<file path="src/design/b2da_pkg.sv">
// Shared constants and types for the binary to decimal ASCII converter.
// No dependencies; imported by b2da_dabble and binary_to_decimal_ascii.
`timescale 1ns / 1ps

package b2da_pkg;

    localparam int VALUE_BITS_DEFAULT = 64;
    localparam int DIGIT_BITS         = 4;

    // Upper two bits of a 6-bit ASCII digit code; the low four bits carry the digit.
    localparam logic [1:0] ASCII_DIGIT_HIGH = 2'b11;

    typedef logic [DIGIT_BITS-1:0] digit_t;

endpackage

</file>
<file path="src/design/b2da_dabble.sv">
// One shift-and-add-3 step of the double dabble conversion over all BCD digits.
// Depends on b2da_pkg for the digit type and width.
`timescale 1ns / 1ps

module b2da_dabble
    import b2da_pkg::*;
#(
    parameter int NUM_DIGITS = 20
)
(
    input  logic [NUM_DIGITS*DIGIT_BITS-1:0] bcd_in,
    input  logic                             bit_in,
    output logic [NUM_DIGITS*DIGIT_BITS-1:0] bcd_out
);

    logic [NUM_DIGITS*DIGIT_BITS-1:0] adjusted;

    // A digit of five or more becomes ten or more after the shift, so it is
    // corrected by three beforehand to carry into the next digit.
    always_comb
    begin
        for (int i = 0; i < NUM_DIGITS; i++)
        begin
            digit_t d;
            d = bcd_in[i*DIGIT_BITS +: DIGIT_BITS];
            if (d >= digit_t'(5))
            begin
                adjusted[i*DIGIT_BITS +: DIGIT_BITS] = d + digit_t'(3);
            end
            else
            begin
                adjusted[i*DIGIT_BITS +: DIGIT_BITS] = d;
            end
        end
    end

    assign bcd_out = {adjusted[NUM_DIGITS*DIGIT_BITS-2:0], bit_in};

endmodule

</file>
<file path="src/design/binary_to_decimal_ascii.sv">
// Top level of the binary to decimal ASCII converter: sequencer and output registers.
// Depends on b2da_pkg and b2da_dabble.
`timescale 1ns / 1ps

// A number is taken when start is high while busy is low. The conversion then
// runs one binary bit per cycle through a shared double dabble step over all
// VALUE_BITS bits, followed by an emit phase over every possible decimal digit
// (20 for 64 bits) in which the digits are shifted out most significant first.
// Leading zeros are skipped silently, so a beat arrives on digit_char with
// strobe high only for digits that are part of the number; last marks the
// final digit. Busy stays high through conversion and emit, so no new number
// is taken until the last digit is shifted out. The receiver cannot stall:
// each beat is present for exactly one cycle and must be taken then.

module binary_to_decimal_ascii
    import b2da_pkg::*;
#(
    parameter int VALUE_BITS = VALUE_BITS_DEFAULT
)
(
    input  logic                  clk,
    input  logic                  rst_n,
    input  logic                  start,
    input  logic [VALUE_BITS-1:0] value,
    output logic                  busy,
    output logic                  strobe,
    output logic [5:0]            digit_char,
    output logic                  last
);

    localparam int NumDigits = (VALUE_BITS * 30103) / 100000 + 1;
    localparam int BcdW      = NumDigits * DIGIT_BITS;
    localparam int CntW      = $clog2(VALUE_BITS + 1);

    localparam logic [1:0] ST_IDLE = 2'd0;
    localparam logic [1:0] ST_CONV = 2'd1;
    localparam logic [1:0] ST_EMIT = 2'd2;

    logic [1:0]            state_reg, state_next;
    logic [CntW-1:0]       cnt_reg, cnt_next;
    logic [VALUE_BITS-1:0] bin_reg, bin_next;
    logic [BcdW-1:0]       bcd_reg, bcd_next;
    logic                  skip_reg, skip_next;
    logic                  strobe_reg, strobe_next;
    logic [5:0]            char_reg, char_next;
    logic                  last_reg, last_next;

    logic [BcdW-1:0]       bcd_step;
    digit_t                top_digit;
    logic                  final_digit;
    logic                  emit;

    b2da_dabble #(
        .NUM_DIGITS(NumDigits)
    ) u_dabble (
        .bcd_in (bcd_reg),
        .bit_in (bin_reg[VALUE_BITS-1]),
        .bcd_out(bcd_step)
    );

    assign top_digit   = bcd_reg[BcdW-1 -: DIGIT_BITS];
    assign final_digit = (cnt_reg == CntW'(1));
    assign emit        = !skip_reg || (top_digit != digit_t'(0)) || final_digit;

    always_comb
    begin
        state_next  = state_reg;
        cnt_next    = cnt_reg;
        bin_next    = bin_reg;
        bcd_next    = bcd_reg;
        skip_next   = skip_reg;
        strobe_next = 1'b0;
        char_next   = char_reg;
        last_next   = last_reg;
        unique case (state_reg)
            ST_IDLE:
            begin
                if (start)
                begin
                    bin_next   = value;
                    bcd_next   = '0;
                    cnt_next   = CntW'(VALUE_BITS);
                    skip_next  = 1'b1;
                    state_next = ST_CONV;
                end
            end
            ST_CONV:
            begin
                bcd_next = bcd_step;
                bin_next = {bin_reg[VALUE_BITS-2:0], 1'b0};
                cnt_next = cnt_reg - CntW'(1);
                if (cnt_reg == CntW'(1))
                begin
                    cnt_next   = CntW'(NumDigits);
                    state_next = ST_EMIT;
                end
            end
            ST_EMIT:
            begin
                strobe_next = emit;
                char_next   = {ASCII_DIGIT_HIGH, top_digit};
                last_next   = final_digit;
                if (emit)
                begin
                    skip_next = 1'b0;
                end
                bcd_next = {bcd_reg[BcdW-DIGIT_BITS-1:0], digit_t'(0)};
                cnt_next = cnt_reg - CntW'(1);
                if (final_digit)
                begin
                    state_next = ST_IDLE;
                end
            end
            default:
            begin
                state_next = ST_IDLE;
            end
        endcase
    end

    always_ff @(posedge clk or negedge rst_n)
    begin
        if (!rst_n)
        begin
            state_reg  <= ST_IDLE;
            cnt_reg    <= '0;
            skip_reg   <= 1'b1;
            strobe_reg <= 1'b0;
        end
        else
        begin
            state_reg  <= state_next;
            cnt_reg    <= cnt_next;
            skip_reg   <= skip_next;
            strobe_reg <= strobe_next;
        end
    end

    always_ff @(posedge clk)
    begin
        bin_reg  <= bin_next;
        bcd_reg  <= bcd_next;
        char_reg <= char_next;
        last_reg <= last_next;
    end

    assign busy       = (state_reg != ST_IDLE);
    assign strobe     = strobe_reg;
    assign digit_char = char_reg;
    assign last       = last_reg;

endmodule
</file>
<file path="config.mk">
export PLATFORM = sky130hd
export DESIGN_NAME = binary_to_decimal_ascii
export DESIGN_NICKNAME = d
export VERILOG_FILES = /design/src/design/b2da_pkg.sv /design/src/design/b2da_dabble.sv /design/src/design/binary_to_decimal_ascii.sv
export SDC_FILE = /design/constraint.sdc
export NUM_CORES = 1
export LEC_CHECK = 0
export BUFFER_PORTS_ARGS = -buffer_cell sky130_fd_sc_hd__buf_2
export CAP_MARGIN = 20
export CORE_MARGIN = 2
export CORE_UTILIZATION = 55
export DETAILED_ROUTE_END_ITERATION = 10
export PLACE_DENSITY = 0.82
export SLEW_MARGIN = 20
export SYNTH_ARGS = -nofsm -noshare
export SYNTH_HDL_FRONTEND = slang
export SYNTH_HIERARCHICAL = 1
export SYNTH_SLANG_ARGS = --single-unit
</file>
<file path="constraint.sdc">
create_clock -name clk -period 10.5 [get_ports clk]
set_clock_uncertainty 0.1 [all_clocks]
set_input_delay 0.525 -clock clk [delete_from_list [all_inputs] [get_ports clk]]
set_output_delay 0.525 -clock clk [all_outputs]
set_load 0.02 [all_outputs]
</file>
* Word level (Yosys, flattened, before mapping)
Index checks and enable logic that the tools add are counted.
** Storage, ports and cells
- Memory bits (writable) :: 0
- Memories :: 0
- Logic and storage cells :: 104
- Input bits :: 67
- Bits in latches :: 0
- Flip-flop bits (word level) :: 160
- ROM bits :: 0
** Cells by class
- $lt $le $gt $ge :: 20
- Muxes and demuxes :: 35
- Shift-type cells :: 0
- Equality and inequality tests :: 7
- Bitwise gates (word level) :: 0
- $add $sub $neg :: 21
- Reductions and logical operators :: 13
- $mul :: 0
- Divide/modulo/power cells :: 0
** Operators with widths (number)
- $pmux 80 s3 :: 1
- $pmux 64 s2 :: 1
- $ge 4x3->1 const B :: 20
- $mux 80 :: 1
- $add 4x2->4 const B :: 19
- $mux 4 :: 19
- $mux 64 :: 1
- $pmux 7 s3 :: 1
- $mux 7 :: 2
- $ne 2x2->1 const B :: 4
- $eq 7x1->1 const B :: 1
- $sub 7x1->7 const B :: 1
- $mux 2 :: 3
- $pmux 2 s3 :: 1
- $reduce_and 3->1 :: 2
- $reduce_bool 2->1 :: 3
- $reduce_and 2->1 :: 2
- $reduce_bool 4->1 :: 1
- $add 3x2->3 const B :: 1
- $mux 1 :: 3
- $mux 3 :: 1
- $reduce_bool 3->1 :: 1
- $eq 2x1->1 const B :: 1
- $eq 2x2->1 const B :: 1
- 4 further kinds :: 5

* Depth between registers and ports, before layout
Gate-level depths: netlist of run 1.
- Word-level depth :: 5
- Mapped depth :: 8

* Cells and area by module
The synthesis of run 1 kept the hierarchy.
** By module, submodules not included
- binary_to_decimal_ascii :: times used 1, cells each 405, sequential area each 4750.8 um^2, area an instance 6757.7 um^2
- b2da_dabble :: times used 1, cells each 317, sequential area each 0.0 um^2, area an instance 2014.4 um^2

* Least setup slack after synthesis of run 1
No wires, ideal clock.
- Path type :: register to register
- From :: register state_reg[0]
- To :: register cnt_reg[3]
- Required time :: 10.313 ns
- Setup time :: 0.087 ns
- Buffers on the path :: 1
- Setup slack :: 7.107 ns
- Cell stages (with the launch flop) :: 9
- Data arrival time :: 3.206 ns
- Cells stage by stage :: dfrtp_1 > inv_1 > ha_1 > nor2b_2 > or2_1 > buf_2 > inv_1 > nand2_1 > o22ai_1
** Between the ends
- Cells in the longest elaborated chain, start to end :: 3
- Elaborated cells between the ends (all ways) :: 7
** RTL lines
- start, declared :: RTL line binary_to_decimal_ascii.sv:39 : logic [1:0] state_reg, state_next;
- start signal, assigned :: RTL line binary_to_decimal_ascii.sv:132 : state_reg <= state_next;
- $eq 2x2->1, or another cell as far along :: RTL line binary_to_decimal_ascii.sv:75 : unique case (state_reg)
- $reduce_bool 3->1 (no line) or $ne 2x2->1 (tied branches)
- $reduce_and 2->1 (no line)
- end signal, assigned :: RTL line binary_to_decimal_ascii.sv:133 : cnt_reg <= cnt_next;
- end, declared :: RTL line binary_to_decimal_ascii.sv:40 : logic [CntW-1:0] cnt_reg, cnt_next;
Several ways; a longest one is shown, not always the timed one.
A chain may end at the register's enable or synchronous reset.

* Final worst setup path of run 1
- From :: register state_reg[1]
- To :: register bcd_reg[45] (data pin)
** Between the ends
- Cells in the longest elaborated chain, start to end :: 2
- Elaborated cells between the ends (all ways) :: 4
** RTL lines
- $eq 2x2->1, or another cell as far along :: RTL line binary_to_decimal_ascii.sv:75
- $pmux 80 s3 * :: RTL line binary_to_decimal_ascii.sv:75
- via bcd_next[45] :: RTL line binary_to_decimal_ascii.sv:42 : logic [BcdW-1:0] bcd_reg, bcd_next;
- end signal, assigned :: RTL line binary_to_decimal_ascii.sv:142 : bcd_reg <= bcd_next;
- end, declared :: RTL line binary_to_decimal_ascii.sv:42
The timed path passes the listed nets; every way through them passes the cells marked *.

==> results.toml, run 1 <==
[synthesis]
syn_area_um2 = 8770
syn_inst = 722
synthAdderAreaFrac_pct = 6.56
yosysSeqAreaShare_pct = 54.2
muxShareOfSynthArea_pct = 10.6
ys.flop_type = "edfxtp_1"
synth_top_family_by_area = "compound AO/OA/AOI/OAI gates"
synth.distinct_cells = 42
synthSimpleGateAreaFrac_pct = 9.17
synth_xor_area_share_pct = 2.00
ys_warn_count = 6
syn_avg_cell_area_um2 = 12.1
ys_ff_latch = 160
ys_async_sr_fraction_pct = 6.88
synth-edff-count = 149
synth_compound_area_share_pct = 13.6

[critical_path]
crit_required_ns = 10.69
cp_max_fo = 76
critPathLaunchType = "register"
endpoint_kind = "register"
cpMostUsedCell = "buf_4"
crit_chain = "inv_1 -> ha_2 -> buf_4 -> and2_2 -> buf_4 -> a22o_1"
cp_slowest_stage_delay_ns = 0.65
worst_path_max_delay_cell = "buf_4"
crit_buf_inv = 3
criticalPathCategory = "register to register"
path_delay_family = "buffers and inverters"
arrival_ns = 2.95

[layout]
fin_area_um2 = 9920
drive_gt1_share_pct = 25.3
areaGrowthSynthToFinish_pct = 13.1
nets = 903
antenna_cells = 0
largest_register_ffs = 80

[run_status]
status = "complete, no violations"

[power]
p_leak_nw = 4.07
peakVddDrop_mv = 0.235
power_density_nw_per_um2 = 327

[floorplan]
die_area_um2 = 17000
dieWidth_um = 130
die-height_um = 130
core_um2 = 15700
io_pins = 76
initial_core_util_pct = 55.8
num_rows = 46

[routing]
first_iter_violations = 519
post_drt_via_cell_ratio = 5.57
wire_per_inst_um = 15.5
route.detailed.drc = 0
vias = 5679
first_pass_iters = 5
wirelength_um = 15800
ant_nets = 0

[timing]
setup_viol = 0
relSlewSlack_pct = 29.0
min_period_ns = 2.76
finalSetupTns_ns = 0
fmax_ghz = 0.363
worst_pin_slew_ns = 1.07
hold_violations = 0
rsz0062_at_grt = "no"
min_period_over_period_pct = 26.3
report.final.slew_viol_count = 0
setup_ws_ns = 7.74

[job]
cap_violations = 0

[global_route]
grt_antenna_before_repair = 0
grt_pass1_wl_um = 26100
grt-ovfl-total = 0
grt_pass1_vias = 5577
grt_use_total_pct = 19.5
grt_start_max_net_pins = 81

[min_path]
min_path_type = "primary input to register"

[cts]
cts.clk_slew.worst_paths_ns = 0.06
ctsHtreeMaxLevel = 4
cts_setup_buffers = 0
cts_tree = "done"
ctsResizeCount = 0
clockBufferDepth = 2
cts_buffers = 17
postCtsHoldBufs = 1
cts_sinks = 160
clk_latency_ns = 0.42
root_buffer = "clkbuf_16"

[placement]
dp_hpwl_um = 10100
place_ws_ns = 7.73
io_buffers = 73
place.gp.congestion = 0.793
placed_cell_area_um2 = 9300
==> through the flow <==
stage	total power, W	hold slack (ns)	util, %	cells
detailed placement	0.00260	0.307	59.2	986
floorplan	0.00233	0.129	-	723
finish	0.00325	0.294	63.1	1019
global route	0.00347	0.277	63.1	1019
CTS	0.00326	0.280	63.1	1019
global placement	0.00250	0.301	59.2	986
==> path summary, 6_finish.rpt <==
path	slack [ns]	depth (start not counted)	endpoint	from
max in group asynchronous	9.63	2	skip_reg	rst_n
min in group asynchronous	0.41	2	cnt_reg[4]	rst_n
min reg2reg	0.40	0	digit_char[1]	bcd_reg[77]
max	7.74	6	bcd_reg[45]	state_reg[1]
max reg2reg	7.74	6	bcd_reg[45]	state_reg[1]
min	0.29	2	bin_reg[24]	value[24]
==> power breakdown <==
part / switching, W / internal (W) / total (W)
registers: 0.000225 / 0.00113 / 0.00136
clock network: 0.000260 / 0.000379 / 0.000639
logic: 0.000683 / 0.000565 / 0.00125
total: 0.00117 / 0.00208 / 0.00325
==> layout make-up <==
| cell class | instances | area [µm²] |
|---|---|---|
| Clock buffer | 19 | 433 |
| Clock inverter | 13 | 174 |
| Fill cell | 1123 | 5790 |
| Inverter | 50 | 188 |
| Multi-Input combinational cell | 482 | 3690 |
| Sequential cell | 160 | 4750 |
| Tap cell | 216 | 270 |
| Timing Repair Buffer | 79 | 413 |
==> cell families (layout without fill, tap and decap cells) <==
logic type	Yosys count	in the layout
DFF	160	160
adders and majority gates	46	46
xor gates and xnor gates	20	20
AOI/OAI and AO/OA	159	159
and+or+nand+nor	170	170
muxes	85	85
buffers and inverters	81	161
other	1	2
==> routing by layer <==
metal | share of wire (%) | track usage, %
met1 | 44 | 24.4
met2 | 49 | 31.9
met3 | 6.6 | 7.18
met4 | 1.0 | 6.14
met5 | 0 | 0
==> cell usage after synthesis, drive strengths merged, types with 3 or more instances <==
cell,count,area share [%]
and3,5,0.36
xnor2,20,2.0
o21ai,45,2.6
ha,46,6.6
nand2b,39,2.8
a21oi,25,2.3
and2,3,0.21
nor2,26,1.1
or3,3,0.23
o22ai,3,0.29
nand2,85,3.6
a22o,77,7.7
mux2i,21,2.4
dfrtp,10,2.9
inv,50,2.1
edfxtp,149,51
buf,21,1.3
clkbuf,10,0.43
mux2,64,8.2
==> placed cells by master, fill, tap and decap left out, types with 17 or more instances in the layout <==
cell,netlist,layout
a21oi_2,20,20
a22o_1,77,77
buf_2,18,73
clkbuf_16,0,17
edfxtp_1,149,149
ha_1,46,45
inv_1,50,49
mux2_2,64,64
mux2i_1,21,21
nand2_1,85,85
nand2b_1,39,39
nor2_1,26,26
o21ai_0,26,26
o21ai_1,19,19
xnor2_1,20,20
No activity file was read; power rests on OpenSTA's default activity.
==> inputs of run 2 (changes only) <==
- ABC_AREA: default -> 1
- clock period: 10.5 -> 2.8 ns (I/O delays scaled with it)
==> results.toml, run 2 <==
[global_route]
grt_pass1_wl_um = 35400
grt-ovfl-total = 0
grt_pass1_vias = 7819
grt_use_total_pct = 23.9
grt_antenna_before_repair = 0
grt_start_max_net_pins = 76

[synthesis]
synthSimpleGateAreaFrac_pct = 25.1
synth_top_area_share_pct = 47.0
synth_compound_area_share_pct = 11.3
synthAdderAreaFrac_pct = 6.05
netlist_top_cells_count = "nand2_1 (487), edfxtp_1 (149), a21oi_1 (113)"
ys.flop_type = "edfxtp_1"
synth_top_family_by_area = "simple AND/OR/NAND/NOR gates"
synth-edff-count = 149
yosys.area.top_type = "edfxtp_1"
yosysSeqAreaShare_pct = 49.9
muxShareOfSynthArea_pct = 0
ys_warn_count = 6
ys_async_sr_fraction_pct = 6.88
syn_avg_cell_area_um2 = 8.31
syn_inst = 1145
synth.distinct_cells = 32
synth_xor_area_share_pct = 0.184
synth_area_leaders = "edfxtp_1 (47%), nand2_1 (19%), ha_1 (6.1%)"
yosys.cell_count.top_type = "nand2_1"
syn_area_um2 = 9510
ys_ff_latch = 160

[routing]
route.detailed.drc = 0
wirelength_um = 21300
first_iter_violations = 696
vias = 8028
ant_nets = 0
wire_per_inst_um = 14.1
post_drt_via_cell_ratio = 5.31
first_pass_iters = 6

[critical_path]
rrSetupSlack_ns = 0.70
r2r-end = "bcd_reg[53]"
arrival_ns = 2.12
cp_max_fo = 20
crit_required_ns = 2.82
r2r_cells = 6
critPathLaunchType = "register"
criticalPathCategory = "register to register"
rr_startpoint = "state_reg[0]"
endpoint_kind = "register"

[layout]
nets = 1387
largest_register_ffs = 80
drive_gt1_share_pct = 15.8
layout_common_cells = "nand2_1 (487), edfxtp_1 (149), a21oi_1 (112)"
areaGrowthSynthToFinish_pct = 19.1
final_common_cell = "nand2_1"
final_core_util_pct = 66.2
antenna_cells = 0

[timing]
worst_pin_slew_ns = 0.701
fmax_ghz = 0.475
min_period_over_period_pct = 75.2
min_period_ns = 2.10
rsz0062_at_grt = "no"
setup_viol = 0
report.final.slew_viol_count = 0
relSlewSlack_pct = 53.3
finalSetupTns_ns = 0
hold_violations = 0

[floorplan]
io_pins = 76
core_um2 = 17100
dieWidth_um = 136
initial_core_util_pct = 55.6
die-height_um = 136
num_rows = 48
die_area_um2 = 18400

[cts]
cts.clk_slew.worst_paths_ns = 0.07
ctsResizeCount = 0
clockBufferDepth = 2
root_buffer = "clkbuf_16"
cts_sinks = 160
clk_latency_ns = 0.43
cts_tree = "done"
ctsHtreeMaxLevel = 4
cts_setup_buffers = 0
cts_buffers = 17

[power]
power_density_nw_per_um2 = 1190
finalPower_w = 0.0134
peakVddDrop_mv = 0.862
p_leak_nw = 4.95

[min_path]
min_path_type = "primary input to async pin"

[placement]
io_buffers = 73
place.gp.congestion = 0.849
dp_hpwl_um = 12000

[job]
cap_violations = 0

[run_status]
status = "complete, no violations"
run 2: cell types whose count changed after synthesis, sizes merged, moves of 21 or more:
| cell | delta |
|---|---|
| inv | +64 |
| a21oi | +93 |
| buf | +22 |
| a22o | -77 |
| o21ai | +33 |
| nand3 | +41 |
| mux2 | -64 |
| mux2i | -21 |
| nand2b | -39 |
| nand2 | +410 |
run 2: where the power goes:
group	leakage [nW]	internal (W)	switching [W]
Combinational	2.97	0.00196	0.00401
Clock	0.291	0.00120	0.00112
Sequential	1.69	0.00429	0.000872
run 2: cell type report:
cell class / instances / area [µm²]
multi-input combinational: 825 / 4090
clock buffer: 17 / 425
tap: 225 / 282
sequential: 160 / 4750
inverter: 118 / 445
timing repair buffer: 152 / 1180
clock inverter: 15 / 159
fill: 1234 / 5790
run 2: worst max-delay path by stage:
stage	start	endpoint	cells past startpoint
after global routing	state_reg[0]	bin_reg[9]	6
after detailed placement	state_reg[0]	bcd_reg[59]	6
after global placement	state_reg[0]	bcd_reg[59]	6
final	state_reg[0]	bcd_reg[53]	6
after floorplan	state_reg[1]	bin_reg[0]	6
after CTS	state_reg[0]	bcd_reg[55]	6
run 2: cells by family (layout without fill, tap and decap cells):
kind of cell | after synthesis | in the layout
other | 1 | 2
buffers and inverters | 161 | 302
and+or+nand+nor | 579 | 579
AOI/OAI and AO/OA | 196 | 196
adders and majority gates | 46 | 46
DFF | 160 | 160
xor gates and xnor gates | 2 | 2
run 2: what timing repair did:
action | 4_1_cts | 5_1_grt
endpoints found under the hold margin | 76 | 0
endpoints found under the setup margin | 0 | 0
hold buffers | 67 | 0
run 2: critical path, stage by stage (launching register included):
cell and delay [ns]:
dfrtp_1 0.44, inv_1 0.10, ha_1 0.23, inv_2 0.16, nor2_4 0.09, nor2_8 0.33, buf_4 0.33
run 2: routing by layer:
layer / up-vias / share of wire, % / GRT usage (%)
li1: 3986 / - / -
met2: 305 / 50 / 41.0
met3: 40 / 6.2 / 5.31
met5: - / 0 / 0
met1: 3697 / 42 / 31.0
met4: 0 / 1.6 / 6.25
run 2: metrics by stage:
step | hold slack, ns | worst slack [ns] | std cells | cell area, µm²
after CTS | 0.0807 | 0.689 | 1512 | 11300
after global placement | -0.0796 | 0.817 | 1413 | 10100
after floorplan | -0.256 | 0.240 | 1146 | 9530
after global routing | 0.0972 | 0.595 | 1512 | 11300
final | 0.113 | 0.696 | 1512 | 11300
after detailed placement | -0.0761 | 0.759 | 1413 | 10100
==> inputs of run 3 (changes only) <==
- ABC_AREA: 1 -> 0
- CORE_UTILIZATION: 55 -> 54
- PLACE_DENSITY: 0.82 -> 0.84
- clock period: 2.8 -> 1.8 ns (I/O delays scaled with it)
==> results.toml, run 3 (synthesis results as in run 1) <==
[run_status]
status = "complete, but fails checks"
violations = "setup timing"

[power]
p_leak_nw = 4.98
power.internal_w = 0.0143
peakVddDrop_mv = 1.24
pwr-share-clk_pct = 15.9
p_seq_share_pct = 34.8
switchingPower_w = 0.00901
p_sw_share_pct = 38.7
combPwrFrac_pct = 49.4
power_density_nw_per_um2 = 1960
finalPower_w = 0.0233

[critical_path]
rr_startpoint = "state_reg[0]"
cp_slowest_stage_delay_ns = 0.41
crit_chain = "inv_2 -> ha_4 -> nor2b_4 -> or2_4 -> clkinvlp_4 -> buf_6 -> buf_12 -> and2_4 -> a211oi_2"
r2r_cells = 9
cp_max_fo = 7
arrival_ns = 2.22
endpoint_kind = "register"
critPathLaunchType = "register"
rrSetupSlack_ns = -0.16
criticalPathCategory = "register to register"
crit_required_ns = 2.06
worst_path_max_delay_cell = "dfrtp_1"
r2r-end = "cnt_reg[4]"

[timing]
rsz0062_at_grt = "yes"
min_period_ns = 1.96
worst_pin_slew_ns = 0.503
min_period_over_period_pct = 109
hold_violations = 0
setup_viol = 251
fmax_ghz = 0.511
setup_ws_ns = -0.158
report.final.slew_viol_count = 0
relSlewSlack_pct = 66.4

[floorplan]
core_um2 = 15900
io_pins = 76
dieWidth_um = 131
num_rows = 46
die-height_um = 131
initial_core_util_pct = 55.2
die_area_um2 = 17300

[global_route]
grt_start_max_net_pins = 41
grt-ovfl-total = 0
met2_usage_pct = 41.9
grt_antenna_before_repair = 1
grt-busiest-layer = "met2"
grt_pass1_vias = 6355
grt_use_total_pct = 24.0
grt_use_met3_pct = 4.86
grt_pass1_wl_um = 32500
use_met1_pct = 28.6

[cts]
cts.clk_slew.worst_paths_ns = 0.07
clk_latency_ns = 0.45
cts_buffers = 17
cts_sinks = 160
cts_tree = "done"
clockBufferDepth = 2
ctsHtreeMaxLevel = 4
root_buffer = "clkbuf_16"

[layout]
areaGrowthSynthToFinish_pct = 35.3
largest_register_ffs = 80
final_common_cell = "edfxtp_1"
layout_common_cells = "edfxtp_1 (149), nand2_1 (84), a22o_1 (77)"
drive_gt1_share_pct = 33.5
nets = 1054
fillers = 875

[placement]
dp_hpwl_um = 11300
place_ws_ns = -0.0458
place.gp.congestion = 0.821
io_buffers = 73

[routing]
post_drt_via_cell_ratio = 6.04
first_pass_iters = 6
route.detailed.drc = 0
wirelength_um = 26300
wire_per_inst_um = 22.5
first_iter_violations = 898
vias = 7071
ant_nets = 0

[job]
cap_violations = 0

[min_path]
min_path_type = "primary input to async pin"
[run 3: cell types whose count changed in the layout (fill, tap and decap cells not counted), sizes merged, moves of 19 or more]
| cell | change |
|---|---|
| nand2 | -410 |
| a21oi | -93 |
| a22o | +77 |
| inv | -71 |
| buf | +64 |
| mux2 | +64 |
| nand3 | -41 |
| nand2b | +39 |
| o21ai | -33 |
| mux2i | +21 |
| xnor2 | +19 |
[run 3: critical path: cells and delay by family, from the launching register on]
kind,cells,cell delay [ns]
compound gates,1,0.17
fa+ha+maj,1,0.16
buf+inv,4,0.57
flops,1,0.41
simple gates,3,0.45
[run 3: final cells by class]
cell class	instances	area (µm²)	share of cell area, %
Antenna cell	1	2.50	0.0211
Clock inverter	15	150	1.27
Timing Repair Buffer	229	2220	18.7
Clock buffer	17	425	3.58
Inverter	50	191	1.61
Sequential cell	160	4750	40.0
Tap cell	216	270	2.28
Multi-Input combinational cell	483	3850	32.5
[run 3: repair_timing]
action                     CTS  global route
buffers inserted             6            30
hold endpoints to repair    78             0
pin swaps                    0            13
setup endpoints to repair   84           261
hold buffers                67             0
cloned                       2            19
gates resized for setup      9            44
[run 3: metrics by stage]
step	instances	hold slack (ns)	TNS [ns]	area, µm²	utilization (%)
finish	1171	0.0357	-14.19	11900	74.7
global route	1171	0.0491	-18.55	11900	74.7
CTS	1123	0.0332	-1.85	11100	69.8
detailed placement	1016	-0.125	-1.71	9730	61.2
global placement	1016	-0.128	0	9730	61.2
floorplan	723	-0.306	-118.16	8820	-
[run 3: power by group through the flow]
stage	combinational (W)	clock, W	sequential [W]
after floorplan	0.00611	0	0.00757
after global placement	0.00788	0	0.00783
after detailed placement	0.00821	0	0.00789
after CTS	0.00870	0.00358	0.00786
after global routing	0.0122	0.00382	0.00826
final	0.0115	0.00370	0.00810
[run 3: worst max-delay path by stage]
stage                 startpoint  slack (ns)  depth (start not counted)          end
floorplan           state_reg[1]       -1.02                          8   cnt_reg[2]
global placement    state_reg[0]       0.009                          6  bcd_reg[56]
detailed placement  state_reg[0]       -0.05                          6  bcd_reg[52]
CTS                 state_reg[0]       -0.06                          9   cnt_reg[4]
global route        state_reg[0]       -0.21                          9   cnt_reg[6]
finish              state_reg[0]       -0.16                          9   cnt_reg[4]
[run 3: metal layers]
layer | wire length, µm | share of wire (%)
met2 | 13400 | 51
met4 | 1520 | 5.8
met5 | 0 | 0
met3 | 2000 | 7.6
met1 | 9370 | 36
